--- config.mk ---
export PLATFORM = sky130hd
export DESIGN_NAME = ale_ctrl
export DESIGN_NICKNAME = d
export VERILOG_FILES = /design/src/rtl/ale_pkg.sv /design/src/rtl/ale_ctrl.sv
export SDC_FILE = /design/constraint.sdc
export NUM_CORES = 1
export LEC_CHECK = 0
export ABC_AREA = 1
export BUFFER_PORTS_ARGS = -buffer_cell sky130_fd_sc_hd__buf_2
export CORE_AREA = 2 2 48 45
export CTS_CLUSTER_SIZE = 14
export DETAILED_ROUTE_END_ITERATION = 10
export DIE_AREA = 0 0 50 47
export GPL_TIMING_DRIVEN = 0
export SYNTH_ARGS = -nofsm -noshare
export SYNTH_HDL_FRONTEND = slang
export SYNTH_SLANG_ARGS = --single-unit
--- constraint.sdc ---
create_clock -name aclk -period 1.5 [get_ports aclk]
set_clock_uncertainty 0.15 [all_clocks]
set_input_delay 0.225 -clock aclk [delete_from_list [all_inputs] [get_ports aclk]]
set_output_delay 0.225 -clock aclk [all_outputs]
set_load 0.05 [all_outputs]
--- src/rtl/ale_pkg.sv ---
`timescale 1ns / 1ps
// Shared types and constants for the array list engine.
// Used by ale_ctrl, ale_datapath and array_list_engine_core; depends on nothing.
package ale_pkg;

    localparam int ALE_CAPACITY    = 1024;
    localparam int ALE_OP_WIDTH    = 3;
    localparam int ALE_WORD_WIDTH  = 32;
    localparam int ALE_INDEX_WIDTH = 10;
    localparam int ALE_STAT_WIDTH  = 2;
    localparam int ALE_COUNT_WIDTH = 11;
    localparam int ALE_TDATA_WIDTH = 48;

    typedef enum logic [ALE_OP_WIDTH-1:0] {
        OP_APPEND  = 3'd0,
        OP_FIND    = 3'd1,
        OP_WRITE   = 3'd2,
        OP_READ    = 3'd3,
        OP_REVERSE = 3'd4,
        OP_REMOVE  = 3'd5
    } op_t;

    typedef enum logic [ALE_STAT_WIDTH-1:0] {
        STAT_OK   = 2'd0,
        STAT_MISS = 2'd1,
        STAT_FULL = 2'd2
    } status_t;

    typedef enum logic [3:0] {
        S_IDLE,
        S_EXEC,
        S_FIND_RD,
        S_FIND_CMP,
        S_READ_WAIT,
        S_REV_RDI,
        S_REV_RDJ,
        S_REV_WRI,
        S_REV_WRJ,
        S_RM_RD,
        S_RM_CMP,
        S_DONE
    } ctl_state_t;

    typedef enum logic [1:0] {
        RA_I,
        RA_J,
        RA_IDX
    } rd_addr_sel_t;

    typedef enum logic [1:0] {
        WA_COUNT,
        WA_IDX,
        WA_I,
        WA_J
    } wr_addr_sel_t;

    typedef enum logic [1:0] {
        WD_VALUE,
        WD_RDATA,
        WD_TMP
    } wr_data_sel_t;

    typedef struct packed {
        logic         load;
        logic         rd_en;
        rd_addr_sel_t rd_sel;
        logic         wr_en;
        wr_addr_sel_t wa_sel;
        wr_data_sel_t wd_sel;
        logic         tmp_ld;
        logic         i_inc;
        logic         j_top;
        logic         j_inc;
        logic         j_dec;
        logic         n_inc;
        logic         n_from_j;
        logic         st_miss;
        logic         st_full;
        logic         dat_i;
        logic         dat_rd;
        logic         out_ld;
    } dp_cmd_t;

    typedef struct packed {
        op_t  op;
        logic i_lt_n;
        logic i_lt_j;
        logic match;
        logic idx_ok;
        logic full;
        logic many;
        logic out_free;
    } dp_status_t;

endpackage

--- src/rtl/ale_ctrl.sv ---
`timescale 1ns / 1ps
// Sequencer of the array list engine: walks each operation through its states.
// Depends on ale_pkg; drives the datapath through dp_cmd_t and reads dp_status_t.
module ale_ctrl
    import ale_pkg::*;
(
    input  logic       aclk,
    input  logic       aresetn,
    input  logic       s_tvalid,
    output logic       s_tready,
    input  dp_status_t stat,
    output dp_cmd_t    cmd
);

    ctl_state_t state_reg;
    ctl_state_t state_next;

    always_ff @(posedge aclk) begin
        if (!aresetn) begin
            state_reg <= S_IDLE;
        end else begin
            state_reg <= state_next;
        end
    end

    always_comb begin
        state_next = state_reg;
        unique case (state_reg)
            S_IDLE: begin
                if (s_tvalid) begin
                    state_next = S_EXEC;
                end
            end
            S_EXEC: begin
                unique case (stat.op)
                    OP_FIND:    state_next = S_FIND_RD;
                    OP_READ:    state_next = stat.idx_ok ? S_READ_WAIT : S_DONE;
                    OP_REVERSE: state_next = stat.many ? S_REV_RDI : S_DONE;
                    OP_REMOVE:  state_next = S_RM_RD;
                    default:    state_next = S_DONE;
                endcase
            end
            S_FIND_RD:   state_next = stat.i_lt_n ? S_FIND_CMP : S_DONE;
            S_FIND_CMP:  state_next = stat.match ? S_DONE : S_FIND_RD;
            S_READ_WAIT: state_next = S_DONE;
            S_REV_RDI:   state_next = stat.i_lt_j ? S_REV_RDJ : S_DONE;
            S_REV_RDJ:   state_next = S_REV_WRI;
            S_REV_WRI:   state_next = S_REV_WRJ;
            S_REV_WRJ:   state_next = S_REV_RDI;
            S_RM_RD:     state_next = stat.i_lt_n ? S_RM_CMP : S_DONE;
            S_RM_CMP:    state_next = S_RM_RD;
            S_DONE: begin
                if (stat.out_free) begin
                    state_next = S_IDLE;
                end
            end
            default:     state_next = S_IDLE;
        endcase
    end

    always_comb begin
        cmd      = '0;
        s_tready = 1'b0;
        unique case (state_reg)
            S_IDLE: begin
                // No word is taken while reset is held.
                s_tready = aresetn;
                cmd.load = s_tvalid && aresetn;
            end
            S_EXEC: begin
                unique case (stat.op)
                    OP_APPEND: begin
                        if (stat.full) begin
                            cmd.st_full = 1'b1;
                        end else begin
                            cmd.wr_en  = 1'b1;
                            cmd.wa_sel = WA_COUNT;
                            cmd.wd_sel = WD_VALUE;
                            cmd.n_inc  = 1'b1;
                        end
                    end
                    OP_WRITE: begin
                        if (stat.idx_ok) begin
                            cmd.wr_en  = 1'b1;
                            cmd.wa_sel = WA_IDX;
                            cmd.wd_sel = WD_VALUE;
                        end else begin
                            cmd.st_miss = 1'b1;
                        end
                    end
                    OP_READ: begin
                        if (stat.idx_ok) begin
                            cmd.rd_en  = 1'b1;
                            cmd.rd_sel = RA_IDX;
                        end else begin
                            cmd.st_miss = 1'b1;
                        end
                    end
                    OP_REVERSE: cmd.j_top = 1'b1;
                    default: ;
                endcase
            end
            S_FIND_RD: begin
                if (stat.i_lt_n) begin
                    cmd.rd_en  = 1'b1;
                    cmd.rd_sel = RA_I;
                end else begin
                    cmd.st_miss = 1'b1;
                end
            end
            S_FIND_CMP: begin
                if (stat.match) begin
                    cmd.dat_i = 1'b1;
                end else begin
                    cmd.i_inc = 1'b1;
                end
            end
            S_READ_WAIT: cmd.dat_rd = 1'b1;
            S_REV_RDI: begin
                if (stat.i_lt_j) begin
                    cmd.rd_en  = 1'b1;
                    cmd.rd_sel = RA_I;
                end
            end
            S_REV_RDJ: begin
                // The read data register still holds the lower word here.
                cmd.rd_en  = 1'b1;
                cmd.rd_sel = RA_J;
                cmd.tmp_ld = 1'b1;
            end
            S_REV_WRI: begin
                cmd.wr_en  = 1'b1;
                cmd.wa_sel = WA_I;
                cmd.wd_sel = WD_RDATA;
            end
            S_REV_WRJ: begin
                cmd.wr_en  = 1'b1;
                cmd.wa_sel = WA_J;
                cmd.wd_sel = WD_TMP;
                cmd.i_inc  = 1'b1;
                cmd.j_dec  = 1'b1;
            end
            S_RM_RD: begin
                if (stat.i_lt_n) begin
                    cmd.rd_en  = 1'b1;
                    cmd.rd_sel = RA_I;
                end else begin
                    cmd.n_from_j = 1'b1;
                end
            end
            S_RM_CMP: begin
                // Kept words are compacted down to the write pointer.
                if (!stat.match) begin
                    cmd.wr_en  = 1'b1;
                    cmd.wa_sel = WA_J;
                    cmd.wd_sel = WD_RDATA;
                    cmd.j_inc  = 1'b1;
                end
                cmd.i_inc = 1'b1;
            end
            S_DONE: cmd.out_ld = stat.out_free;
            default: ;
        endcase
    end

endmodule

==> results of run 1 <==
## worst min path at each step
stage	to	slack (ns)	cells past startpoint	from
floorplan	state_reg[3]	0.17	2	aresetn
global placement	state_reg[1]	0.30	3	aresetn
detailed placement	state_reg[1]	0.31	3	aresetn
CTS	state_reg[1]	0.06	3	aresetn
global route	state_reg[3]	0.08	3	aresetn
finish	state_reg[1]	0.07	3	aresetn
## power breakdown
group / total [mW] / internal (mW) / switching (mW)
registers: 0.254 / 0.170 / 0.0839
logic: 2.02 / 0.768 / 1.25
clock network: 0.130 / 0.0893 / 0.0409
## repair_timing
action,CTS,global route
setup endpoints to repair,22,24
hold buffers,0,0
pin swaps,3,16
gates cloned,0,0
buffers inserted,7,8
resized for setup,57,36
## per-layer routing
layer	track usage (%)	vias to the layer above	share of wire, %
met5	0	-	0
met4	3.33	0	0
met3	0	0	3.4
met2	35.3	25	55
met1	21.9	429	41
li1	-	475	-
## cell usage in the layout, fill, tap and decap left out, types with 4 or more instances in the layout
cell type,n
inv_2,8
buf_2,12
nor2_1,10
buf_6,19
nand2_2,8
nand2_1,23
buf_8,6
o21ai_0,4
nor2_4,10
inv_1,15
nand2_4,4
nor2_2,6
buf_4,11
nand3_1,7
## metrics by stage
step	power, mW	hold slack (ns)
6_report	2.40	0.0661
5_1_grt	2.54	0.0796
4_1_cts	2.12	0.0647
3_5_place_dp	1.61	0.305
3_3_place_gp	1.60	0.304
2_1_floorplan	1.34	0.173
## final cells by class
cell class,count,area (um^2)
Tap cell,25,31.3
Inverter,26,106
Sequential cell,4,92.6
Timing Repair Buffer,48,447
Fill cell,144,552
Multi-Input combinational cell,90,607
Clock buffer,3,22.5
## kinds of logic after synthesis
family                 synth area share, %
AO/OA/AOI/OAI                         10.8
flip-flops                            13.1
AND/OR/NAND/NOR                       60.2
buffers and inverters                 15.9
## worst reg2reg max path, delay by kind of cell, from the launching register on
kind                   cells  cell delay, ns
AO/OA/AOI/OAI              2            0.14
buffers and inverters      4            0.42
AND/OR/NAND/NOR            3            0.23
flip-flops                 1            0.37
==> key figures, run 1 <==
Run status
  • Result of the run: finished with violations
  • Violations in the final reports: setup timing

Drt
  • Drt first pass iters: 4
  • Residual DRC count: 0
  • Final routed wirelength across all metal layers: 2.31 mm
  • Post-DR vias/cell: 4.74
  • Number of DRC markers in iteration 0: 14
  • Vias: 929
  • DRT antenna net count: 0
  • Wire per inst: 11.8 um

Synthesis
  • Most area-hungry cell type in the Yosys netlist: nand2_1
  • Synthesized flop and latch total: 4
  • Synthesized cell area: 613 um^2
  • Predominant post-synthesis flop cell: dfxtp_1
  • Top cell type's share of synthesized area: 20.8%
  • Cell with the most instances after synthesis: nand2_1
  • Post-synth EDFFs: 0
  • Number of instances in the synthesized netlist: 120
  • Ranking of synthesized cells by instance count: nand2_1, inv_1, nor2_1, nand3_1, o21ai_0
  • Sequential-to-total area share from yosys stat: 13.1%
  • Yosys warning count: 0
  • Distinct cells, synth: 20
  • Ranking of synthesized cells by area: nand2_1, inv_1, dfxtp_1, nor2_1, nand3_1
  • Asr flop ratio synth: 0%
  • Synthesized net count: 133
  • Mean area per synthesized cell: 5.11 um^2

Floorplan
  • DIE AREA: 0.00235 mm^2
  • Height of the die: 47 um
  • Width of the die: 50 um
  • Starting Density: 33.0%
  • Count of standard-cell rows: 15
  • Placeable core area: 0.00186 mm^2
  • Count of pins on the block boundary: 35

Setup path
  • Slowest stage cell on the critical path: dfxtp_2
  • Levels on crit path: 9
  • Data required time at the worst endpoint: 1.12 ns
  • Termination of the worst setup path: cmd[19]
  • Crit start category: register
  • CP bufs+invs: 4
  • Setup crit end kind: output port
  • Delay of the slowest critical-path stage: 0.37 ns
  • R2R Setup Slk: 0.06 ns
  • Worst-path cell chain: inv_2 > nand2_4 > inv_2 > nand2_2 > and2_4 > inv_2 > a21oi_2 > nand2_2 > buf_8
  • End of the worst register-to-register path: state_reg[0]
  • Startpoint of the worst-slack reg-to-reg timing path: state_reg[0]
  • Worst Path Max Fanout: 3
  • Crit path max-delay family: simple AND/OR/NAND/NOR gates
  • Crit Path Category: reg2out
  • CP Launch Point: state_reg[0]
  • Data arrival time of the worst path: 1.42 ns
  • Cell depth of the worst flop-to-flop path: 9
  • Most Frequent Cell on Critical Path: inv_2

Finish
  • Final design utilization: 70.3%
  • Post-Layout Inst Area: 0.00131 mm^2
  • Count of antenna diodes in the layout: 0
  • Number of nets in the finished design: 186
  • Max FFs per register: 4
  • Share of final-layout standard cells stronger than drive strength 1: 62.0%
  • Number of standard cells in the layout, taps in and fillers out: 196
  • Synth-to-layout area growth: 113%

Clock tree
  • CTS root buffer: clkbuf_4
  • Clk_lat worst skew: 0.23 ns
  • Max Buffers Root-to-Sink: 2
  • TritonCTS Buffers: 3
  • CTS H-Tree Depth: 1
  • CTS tree: yes
  • Clk pin slew, worst setup/hold paths: 0.04 ns
  • Clock sink total: 4

Placed design
  • Area after detailed placement: 885 um^2
  • Routability Congestion: 0.883
  • Number of port buffers: 34
  • Total instance count after detailed placement: 179
  • Final HPWL from detailed placement: 1.55 mm
  • Pre-CTS setup slack: -0.303 ns

Timing
  • Final period utilization: 120%
  • RSZ-0062 raised after global routing: yes
  • Post-Route Setup TNS: -3.58 ns
  • Final worst setup slack: -0.299 ns
  • Worst-margin pin slew: 0.210 ns
  • Number of slew-limit violations in the final report: 0
  • Final setup viols: 22
  • Final critical path time including I/O delays and setup: 1.80 ns
  • Slew Limit Headroom: 85.9%
  • Hold violation count in the final report: 0
  • Maximum achievable frequency: 556 MHz

Pwr
  • Areal power density over the cells: 1840 mW/mm^2
  • Leakage power figure: 0.716 nW
  • Worst-case vdd ir drop: 0.00115 V

Hold path
  • Worst hold path class: in2reg

Global routing
  • Via count of the first global-routing pass: 799
  • First-pass GRT wire length: 3.23 mm
  • Antenna violations before repair: 0
  • Global Route Usage Sum: 17.6%
  • Maximum number of pins on one net before global-route repair: 6
  • GR Overflow Total: 0

Job
  • Count of maximum capacitance violations: 0
Note: power is estimated with default switching activity, not from simulation.
==> run 2: changes to the inputs <==
CORE_AREA = 2 2 44 42   (was 2 2 48 45)
DIE_AREA = 0 0 46 44   (was 0 0 50 47)
MAX_ROUTING_LAYER = met4   (was default)
PLACE_DENSITY = 0.74   (was default)
==> run 2 against run 1 <==
Net effect:
- worst hold slack improved by 0.0085 ns
- cell count fell by 6.1%
- clock power barely moved
- utilization rose by 10 points
- combinational power rose by 4%
- sequential cell count did not move
- non-clock buffer count fell by 3
- maximum frequency fell by 0.52%
- the flow still finishes with violations (setup timing)
- critical path depth fell by 1
- largest cell class unchanged
- power rose by 4.2%
- global-route usage rose by 7.3 points
- critical path type unchanged
- register-to-register slack got worse by 0.05 ns
==> key figures, run 2 (synthesis results as in run 1) <==
Placed design
  • Routability Congestion: 0.962 (+8.9%)
  • Number of port buffers: 34 (unchanged)
  • Final HPWL from detailed placement: 1.46 mm (-5.5%)

Setup path
  • Worst Path Max Fanout: 4 (+1)
  • CP bufs+invs: 3 (-1)
  • Crit start category: register
  • Data required time at the worst endpoint: 1.12 ns (about the same)
  • Worst-path cell chain: nor2_4 > buf_6 > nand2_4 > and2_4 > inv_2 > a21oi_2 > nand2_2 > buf_8
  • Crit Path Category: reg2out
  • Setup crit end kind: output port
  • Data arrival time of the worst path: 1.43 ns (about the same)
  • Delay of the slowest critical-path stage: 0.39 ns (+0.02 ns)
  • Crit path max-delay family: flip-flops
  • Slowest stage cell on the critical path: dfxtp_4
  • Startpoint of the worst-slack reg-to-reg timing path: state_reg[2]
  • CP Launch Point: state_reg[2]

Timing
  • Final critical path time including I/O delays and setup: 1.81 ns (+0.00937 ns)
  • Final setup viols: 22 (unchanged)
  • Slew Limit Headroom: 82.0% (-4.0 points)
  • Min Hold Slack: 0.0746 ns (+0.00845 ns)
  • Worst-margin pin slew: 0.270 ns (+0.0595 ns)
  • Final period utilization: 121% (+0.62 points)
  • Hold violation count in the final report: 0 (unchanged)
  • Maximum achievable frequency: 553 MHz (-0.52%)
  • Number of slew-limit violations in the final report: 0 (unchanged)
  • RSZ-0062 raised after global routing: yes
  • Final worst setup slack: -0.308 ns (-0.00937 ns)

Global routing
  • First-pass GRT wire length: 3.71 mm (+15%)
  • Antenna violations before repair: 0 (unchanged)
  • Maximum number of pins on one net before global-route repair: 6 (unchanged)
  • GR Overflow Total: 0 (unchanged)
  • Global Route Usage Sum: 24.9% (+7.3 points)
  • Via count of the first global-routing pass: 888 (+11%)

Finish
  • Count of antenna diodes in the layout: 0 (unchanged)
  • Share of final-layout standard cells stronger than drive strength 1: 62.5% (+0.51 points)
  • Commonest non-fill, non-tap cells in the layout: nand2_1, buf_6, inv_1, buf_2, nor2_4
  • Number of nets in the finished design: 183 (-1.6%)
  • Most common cell after layout, fill and taps aside: nand2_1
  • Max FFs per register: 4 (unchanged)
  • Synth-to-layout area growth: 107%

Drt
  • Drt first pass iters: 7 (+3)
  • Wire per inst: 15.1 um (+28%)
  • Residual DRC count: 0 (unchanged)
  • Vias: 985 (+6.0%)
  • Post-DR vias/cell: 5.35 (+13%)
  • Final routed wirelength across all metal layers: 2.77 mm (+20%)
  • Number of DRC markers in iteration 0: 36 (+22)
  • DRT antenna net count: 0 (unchanged)

Floorplan
  • Starting Density: 38.9% (+5.9 points)
  • Height of the die: 44 um (-6.4%)
  • Count of pins on the block boundary: 35 (unchanged)
  • Width of the die: 46 um (-8.0%)
  • Count of standard-cell rows: 14 (-1)
  • Placeable core area: 0.00158 mm^2 (-15%)
  • DIE AREA: 0.00202 mm^2 (-14%)

Clock tree
  • Clk pin slew, worst setup/hold paths: 0.04 ns (about the same)
  • CTS root buffer: clkbuf_4
  • TritonCTS Buffers: 3 (unchanged)
  • Max Buffers Root-to-Sink: 2 (unchanged)
  • CTS H-Tree Depth: 1 (unchanged)
  • Clock sink total: 4 (unchanged)
  • Clk_lat worst skew: 0.23 ns (about the same)
  • CTS tree: yes

Pwr
  • Worst-case vdd ir drop: 0.00117 V (+1.8%)
  • Areal power density over the cells: 1970 mW/mm^2 (+7.2%)
  • Sum of internal, switching and leakage power: 2.50 mW (+4.2%)
  • Leakage power figure: 0.665 nW (-7.1%)

Run status
  • Result of the run: finished with violations
  • Violations in the final reports: setup timing

Hold path
  • Worst hold path class: in2reg
  • Worst min-delay path startpoint: aresetn

Job
  • Count of maximum capacitance violations: 0 (unchanged)
==> run 2: cell count changes in the layout (fill, tap and decap cells not counted), moves of 2 or more <==
cell	delta
nand2_4	-2
nand2_2	+2
inv_4	+2
buf_4	-2
==> run 2: metal layers <==
layer	share of wire, %	up-vias	global-route usage [%]	routed length, um
li1	-	466	-	-
met3	4.0	6	1.25	112
met4	1.9	0	6.29	52
met2	52	45	42.8	1430
met5	0	-	-	0
met1	42	468	31.3	1170
==> run 2: power breakdown <==
part | internal [mW] | switching, mW
logic | 0.787 | 1.32
clock network | 0.0891 | 0.0387
registers | 0.176 | 0.0921
==> run 2: area by class of cell <==
type                            instances  area [um^2]
Clock buffer                            3         22.5
Sequential cell                         4         95.1
Timing Repair Buffer                   45          417
Inverter                               26          111
Fill cell                              97          307
Multi-Input combinational cell         90          604
Tap cell                               16         20.0
==> run 2: tightest hold or removal path, cell delays in order <==
cell     delay (ns)
buf_2          0.11
nand2_1        0.05
inv_1          0.04
==> run 2: per-stage QoR <==
step / setup TNS (ns) / worst slack, ns / area, um^2 / std cells / util (%)
after floorplan: -2.07 / -0.312 / 683 / 120 / -
after global placement: -1.31 / -0.248 / 873 / 170 / 55.4
after detailed placement: -1.50 / -0.265 / 873 / 170 / 55.4
after CTS: -2.80 / -0.248 / 1160 / 182 / 73.7
after global routing: -4.64 / -0.343 / 1270 / 184 / 80.6
final: -3.93 / -0.308 / 1270 / 184 / 80.6
==> run 2: path summary, 6_finish.rpt <==
check	to	slack [ns]	depth (start not counted)
worst max-delay path	cmd[19]	-0.31	8
worst min register to register	state_reg[0]	0.57	3
worst min-delay path	state_reg[1]	0.07	3
worst max register to register	state_reg[3]	0.01	9
==> run 2: repair_timing <==
action                                  CTS  global route
hold endpoints to repair                  0             0
endpoints found under the setup margin   22            24
pin swaps                                 7            11
gates resized for setup                  67            27
setup buffers                             9             2
hold buffers                              0             0
==> run 3: changes to the inputs <==
CORE_AREA = 2 2 42 44   (was 2 2 44 42)
DIE_AREA = 0 0 44 46   (was 0 0 46 44)
==> run 3 against run 2 <==
Net effect:
- the run still ends with setup timing left
- utilization shrank 5.7 points
- sequential share of layout area up 0.18 points
- cell count is 1.1% lower
- register-to-register slack got worse by 0.05 ns
- combinational power is 10% lower
- clock-buffer cell count unchanged
- sequential cell count unchanged
- setup slack got worse by 0.0074 ns
- via count decreased by 4.6%
- routed wire length decreased by 21%
- critical endpoint is now cmd[4]
==> key figures, run 3 (synthesis results as in run 1) <==
Hold path
  • Worst min-delay path startpoint: aresetn
  • Worst hold path class: in2reg
  • Number of cells traversed by the worst hold path: 3 (unchanged)
  • Hold EP: state_reg[1]

Finish
  • Final design utilization: 74.8% (-5.7 points)
  • Synth-to-layout area growth: 96.9%
  • Share of final-layout standard cells stronger than drive strength 1: 58.2% (-4.3 points)
  • Number of nets in the finished design: 180 (-1.6%)
  • Most common cell after layout, fill and taps aside: nand2_1
  • Post-Layout Inst Area: 0.00121 mm^2 (-4.9%)
  • Commonest non-fill, non-tap cells in the layout: nand2_1, buf_6, inv_1, buf_2
  • Max FFs per register: 4 (unchanged)
  • Count of antenna diodes in the layout: 0 (unchanged)

Drt
  • Number of DRC markers in iteration 0: 15 (-58%)
  • Vias: 940 (-4.6%)
  • Wire per inst: 12.0 um (-20%)
  • Post-DR vias/cell: 5.16 (-3.5%)
  • Residual DRC count: 0 (unchanged)
  • Final routed wirelength across all metal layers: 2.19 mm (-21%)
  • Drt first pass iters: 4 (-3)
  • DRT antenna net count: 0 (unchanged)

Timing
  • Maximum achievable frequency: 551 MHz (-0.41%)
  • Hold violation count in the final report: 0 (unchanged)
  • Min Hold Slack: 0.0853 ns (+0.0107 ns)
  • Slew Limit Headroom: 84.5% (+2.5 points)
  • Final period utilization: 121% (+0.49 points)
  • RSZ-0062 raised after global routing: yes
  • Final setup viols: 25 (+14%)
  • Number of slew-limit violations in the final report: 0 (unchanged)
  • Final worst setup slack: -0.316 ns (-0.00739 ns)
  • Final critical path time including I/O delays and setup: 1.82 ns (+0.00739 ns)
  • Post-Route Setup TNS: -3.60 ns (+0.336 ns)
  • Worst-margin pin slew: 0.232 ns (-0.0370 ns)

Clock tree
  • CTS root buffer: clkbuf_4
  • TritonCTS Buffers: 3 (unchanged)
  • Clock sink total: 4 (unchanged)
  • CTS Hold Bufs: 0 (unchanged)
  • CTS H-Tree Depth: 1 (unchanged)
  • Clk_lat worst skew: 0.23 ns (about the same)
  • CTS tree: yes
  • Clk pin slew, worst setup/hold paths: 0.04 ns (about the same)
  • Max Buffers Root-to-Sink: 2 (unchanged)

Setup path
  • Worst Path Max Fanout: 4 (unchanged)
  • Cell depth of the worst flop-to-flop path: 10 (+1)
  • Setup crit end kind: output port
  • Data arrival time of the worst path: 1.44 ns (about the same)
  • End of the worst register-to-register path: state_reg[3]
  • Crit start category: register
  • Crit Path Category: reg2out
  • R2R Setup Slk: -0.04 ns (-0.05 ns)
  • Data required time at the worst endpoint: 1.12 ns (about the same)
  • Startpoint of the worst-slack reg-to-reg timing path: state_reg[2]

Pwr
  • Areal power density over the cells: 1890 mW/mm^2 (-3.9%)
  • Worst-case vdd ir drop: 0.00101 V (-14%)
  • Leakage power figure: 0.665 nW (about the same)

Global routing
  • Antenna violations before repair: 0 (unchanged)
  • Global Route Usage Sum: 20.6% (-4.3 points)
  • GR Overflow Total: 0 (unchanged)
  • First-pass GRT wire length: 3.08 mm (-17%)
  • Maximum number of pins on one net before global-route repair: 7 (+1)
  • Via count of the first global-routing pass: 807 (-9.1%)

Placed design
  • Final HPWL from detailed placement: 1.47 mm (+0.76%)
  • Routability Congestion: 0.926 (-3.7%)
  • Number of port buffers: 34 (unchanged)
  • Area after detailed placement: 875 um^2 (+0.14%)

Run status
  • Violations in the final reports: setup timing
  • Result of the run: finished with violations

Floorplan
  • Count of pins on the block boundary: 35 (unchanged)
  • DIE AREA: 0.00202 mm^2 (unchanged)
  • Height of the die: 46 um (+4.5%)
  • Width of the die: 44 um (-4.3%)
  • Count of standard-cell rows: 15 (+1)
  • Placeable core area: 0.00161 mm^2 (+2.4%)
  • Starting Density: 38.0% (-0.90 points)

Job
  • Count of maximum capacitance violations: 0 (unchanged)
[run 3: cell count changes in the layout (fill, tap and decap cells not counted), sizes merged]
cell | previous run | this run
buf | 45 | 42
[run 3: per-layer routing]
| layer | wire, um | up-vias | share of wire (%) | GRT usage (%) |
|---|---|---|---|---|
| met5 | 0 | - | 0 | - |
| met4 | 0 | 0 | 0 | 4.24 |
| met3 | 108 | 0 | 4.9 | 2.78 |
| met2 | 1210 | 38 | 55 | 37.6 |
| met1 | 878 | 436 | 40 | 23.9 |
| li1 | - | 466 | - | - |
[run 3: final cells by class]
type                       instances  area (um^2)
sequential                         4         92.6
timing repair buffer              42          383
tap                               17         21.3
clock buffer                       3         22.5
multi-input combinational         90          579
inverter                          26          109
fill                             118          407
[run 3: metrics by stage]
| step | power, mW | std cells | setup WS [ns] |
|---|---|---|---|
| 6_report | 2.29 | 182 | -0.316 |
| 5_1_grt | 2.41 | 182 | -0.366 |
| 3_5_place_dp | 1.60 | 171 | -0.240 |
| 2_1_floorplan | 1.34 | 120 | -0.312 |
| 4_1_cts | 2.06 | 178 | -0.259 |
| 3_3_place_gp | 1.59 | 171 | -0.251 |
[run 3: worst max-delay path by stage]
stage / start / endpoint / slack, ns
after floorplan: state_reg[3] / cmd[16] / -0.31
after global placement: state_reg[2] / cmd[19] / -0.25
after detailed placement: state_reg[2] / cmd[19] / -0.24
after CTS: state_reg[3] / cmd[3] / -0.26
after global routing: state_reg[2] / cmd[4] / -0.37
final: state_reg[2] / cmd[4] / -0.32
[run 3: worst max-delay path: stages (launching register included)]
cell and delay (ns):
dfxtp_2 0.35, nor2_4 0.18, inv_2 0.09, nor2_8 0.12, buf_4 0.14, nand2_1 0.07
o21ai_2 0.08, buf_6 0.18
[run 3: where the power goes]
group / total (mW) / internal, mW / switching (mW)
Clock: 0.128 / 0.0892 / 0.0391
Sequential: 0.269 / 0.174 / 0.0947
Combinational: 1.89 / 0.671 / 1.22
[run 3: repair_timing]
action,4_1_cts,5_1_grt
setup endpoints to repair,22,24
pin swaps,5,10
gates resized for setup,54,29
setup buffers,4,4
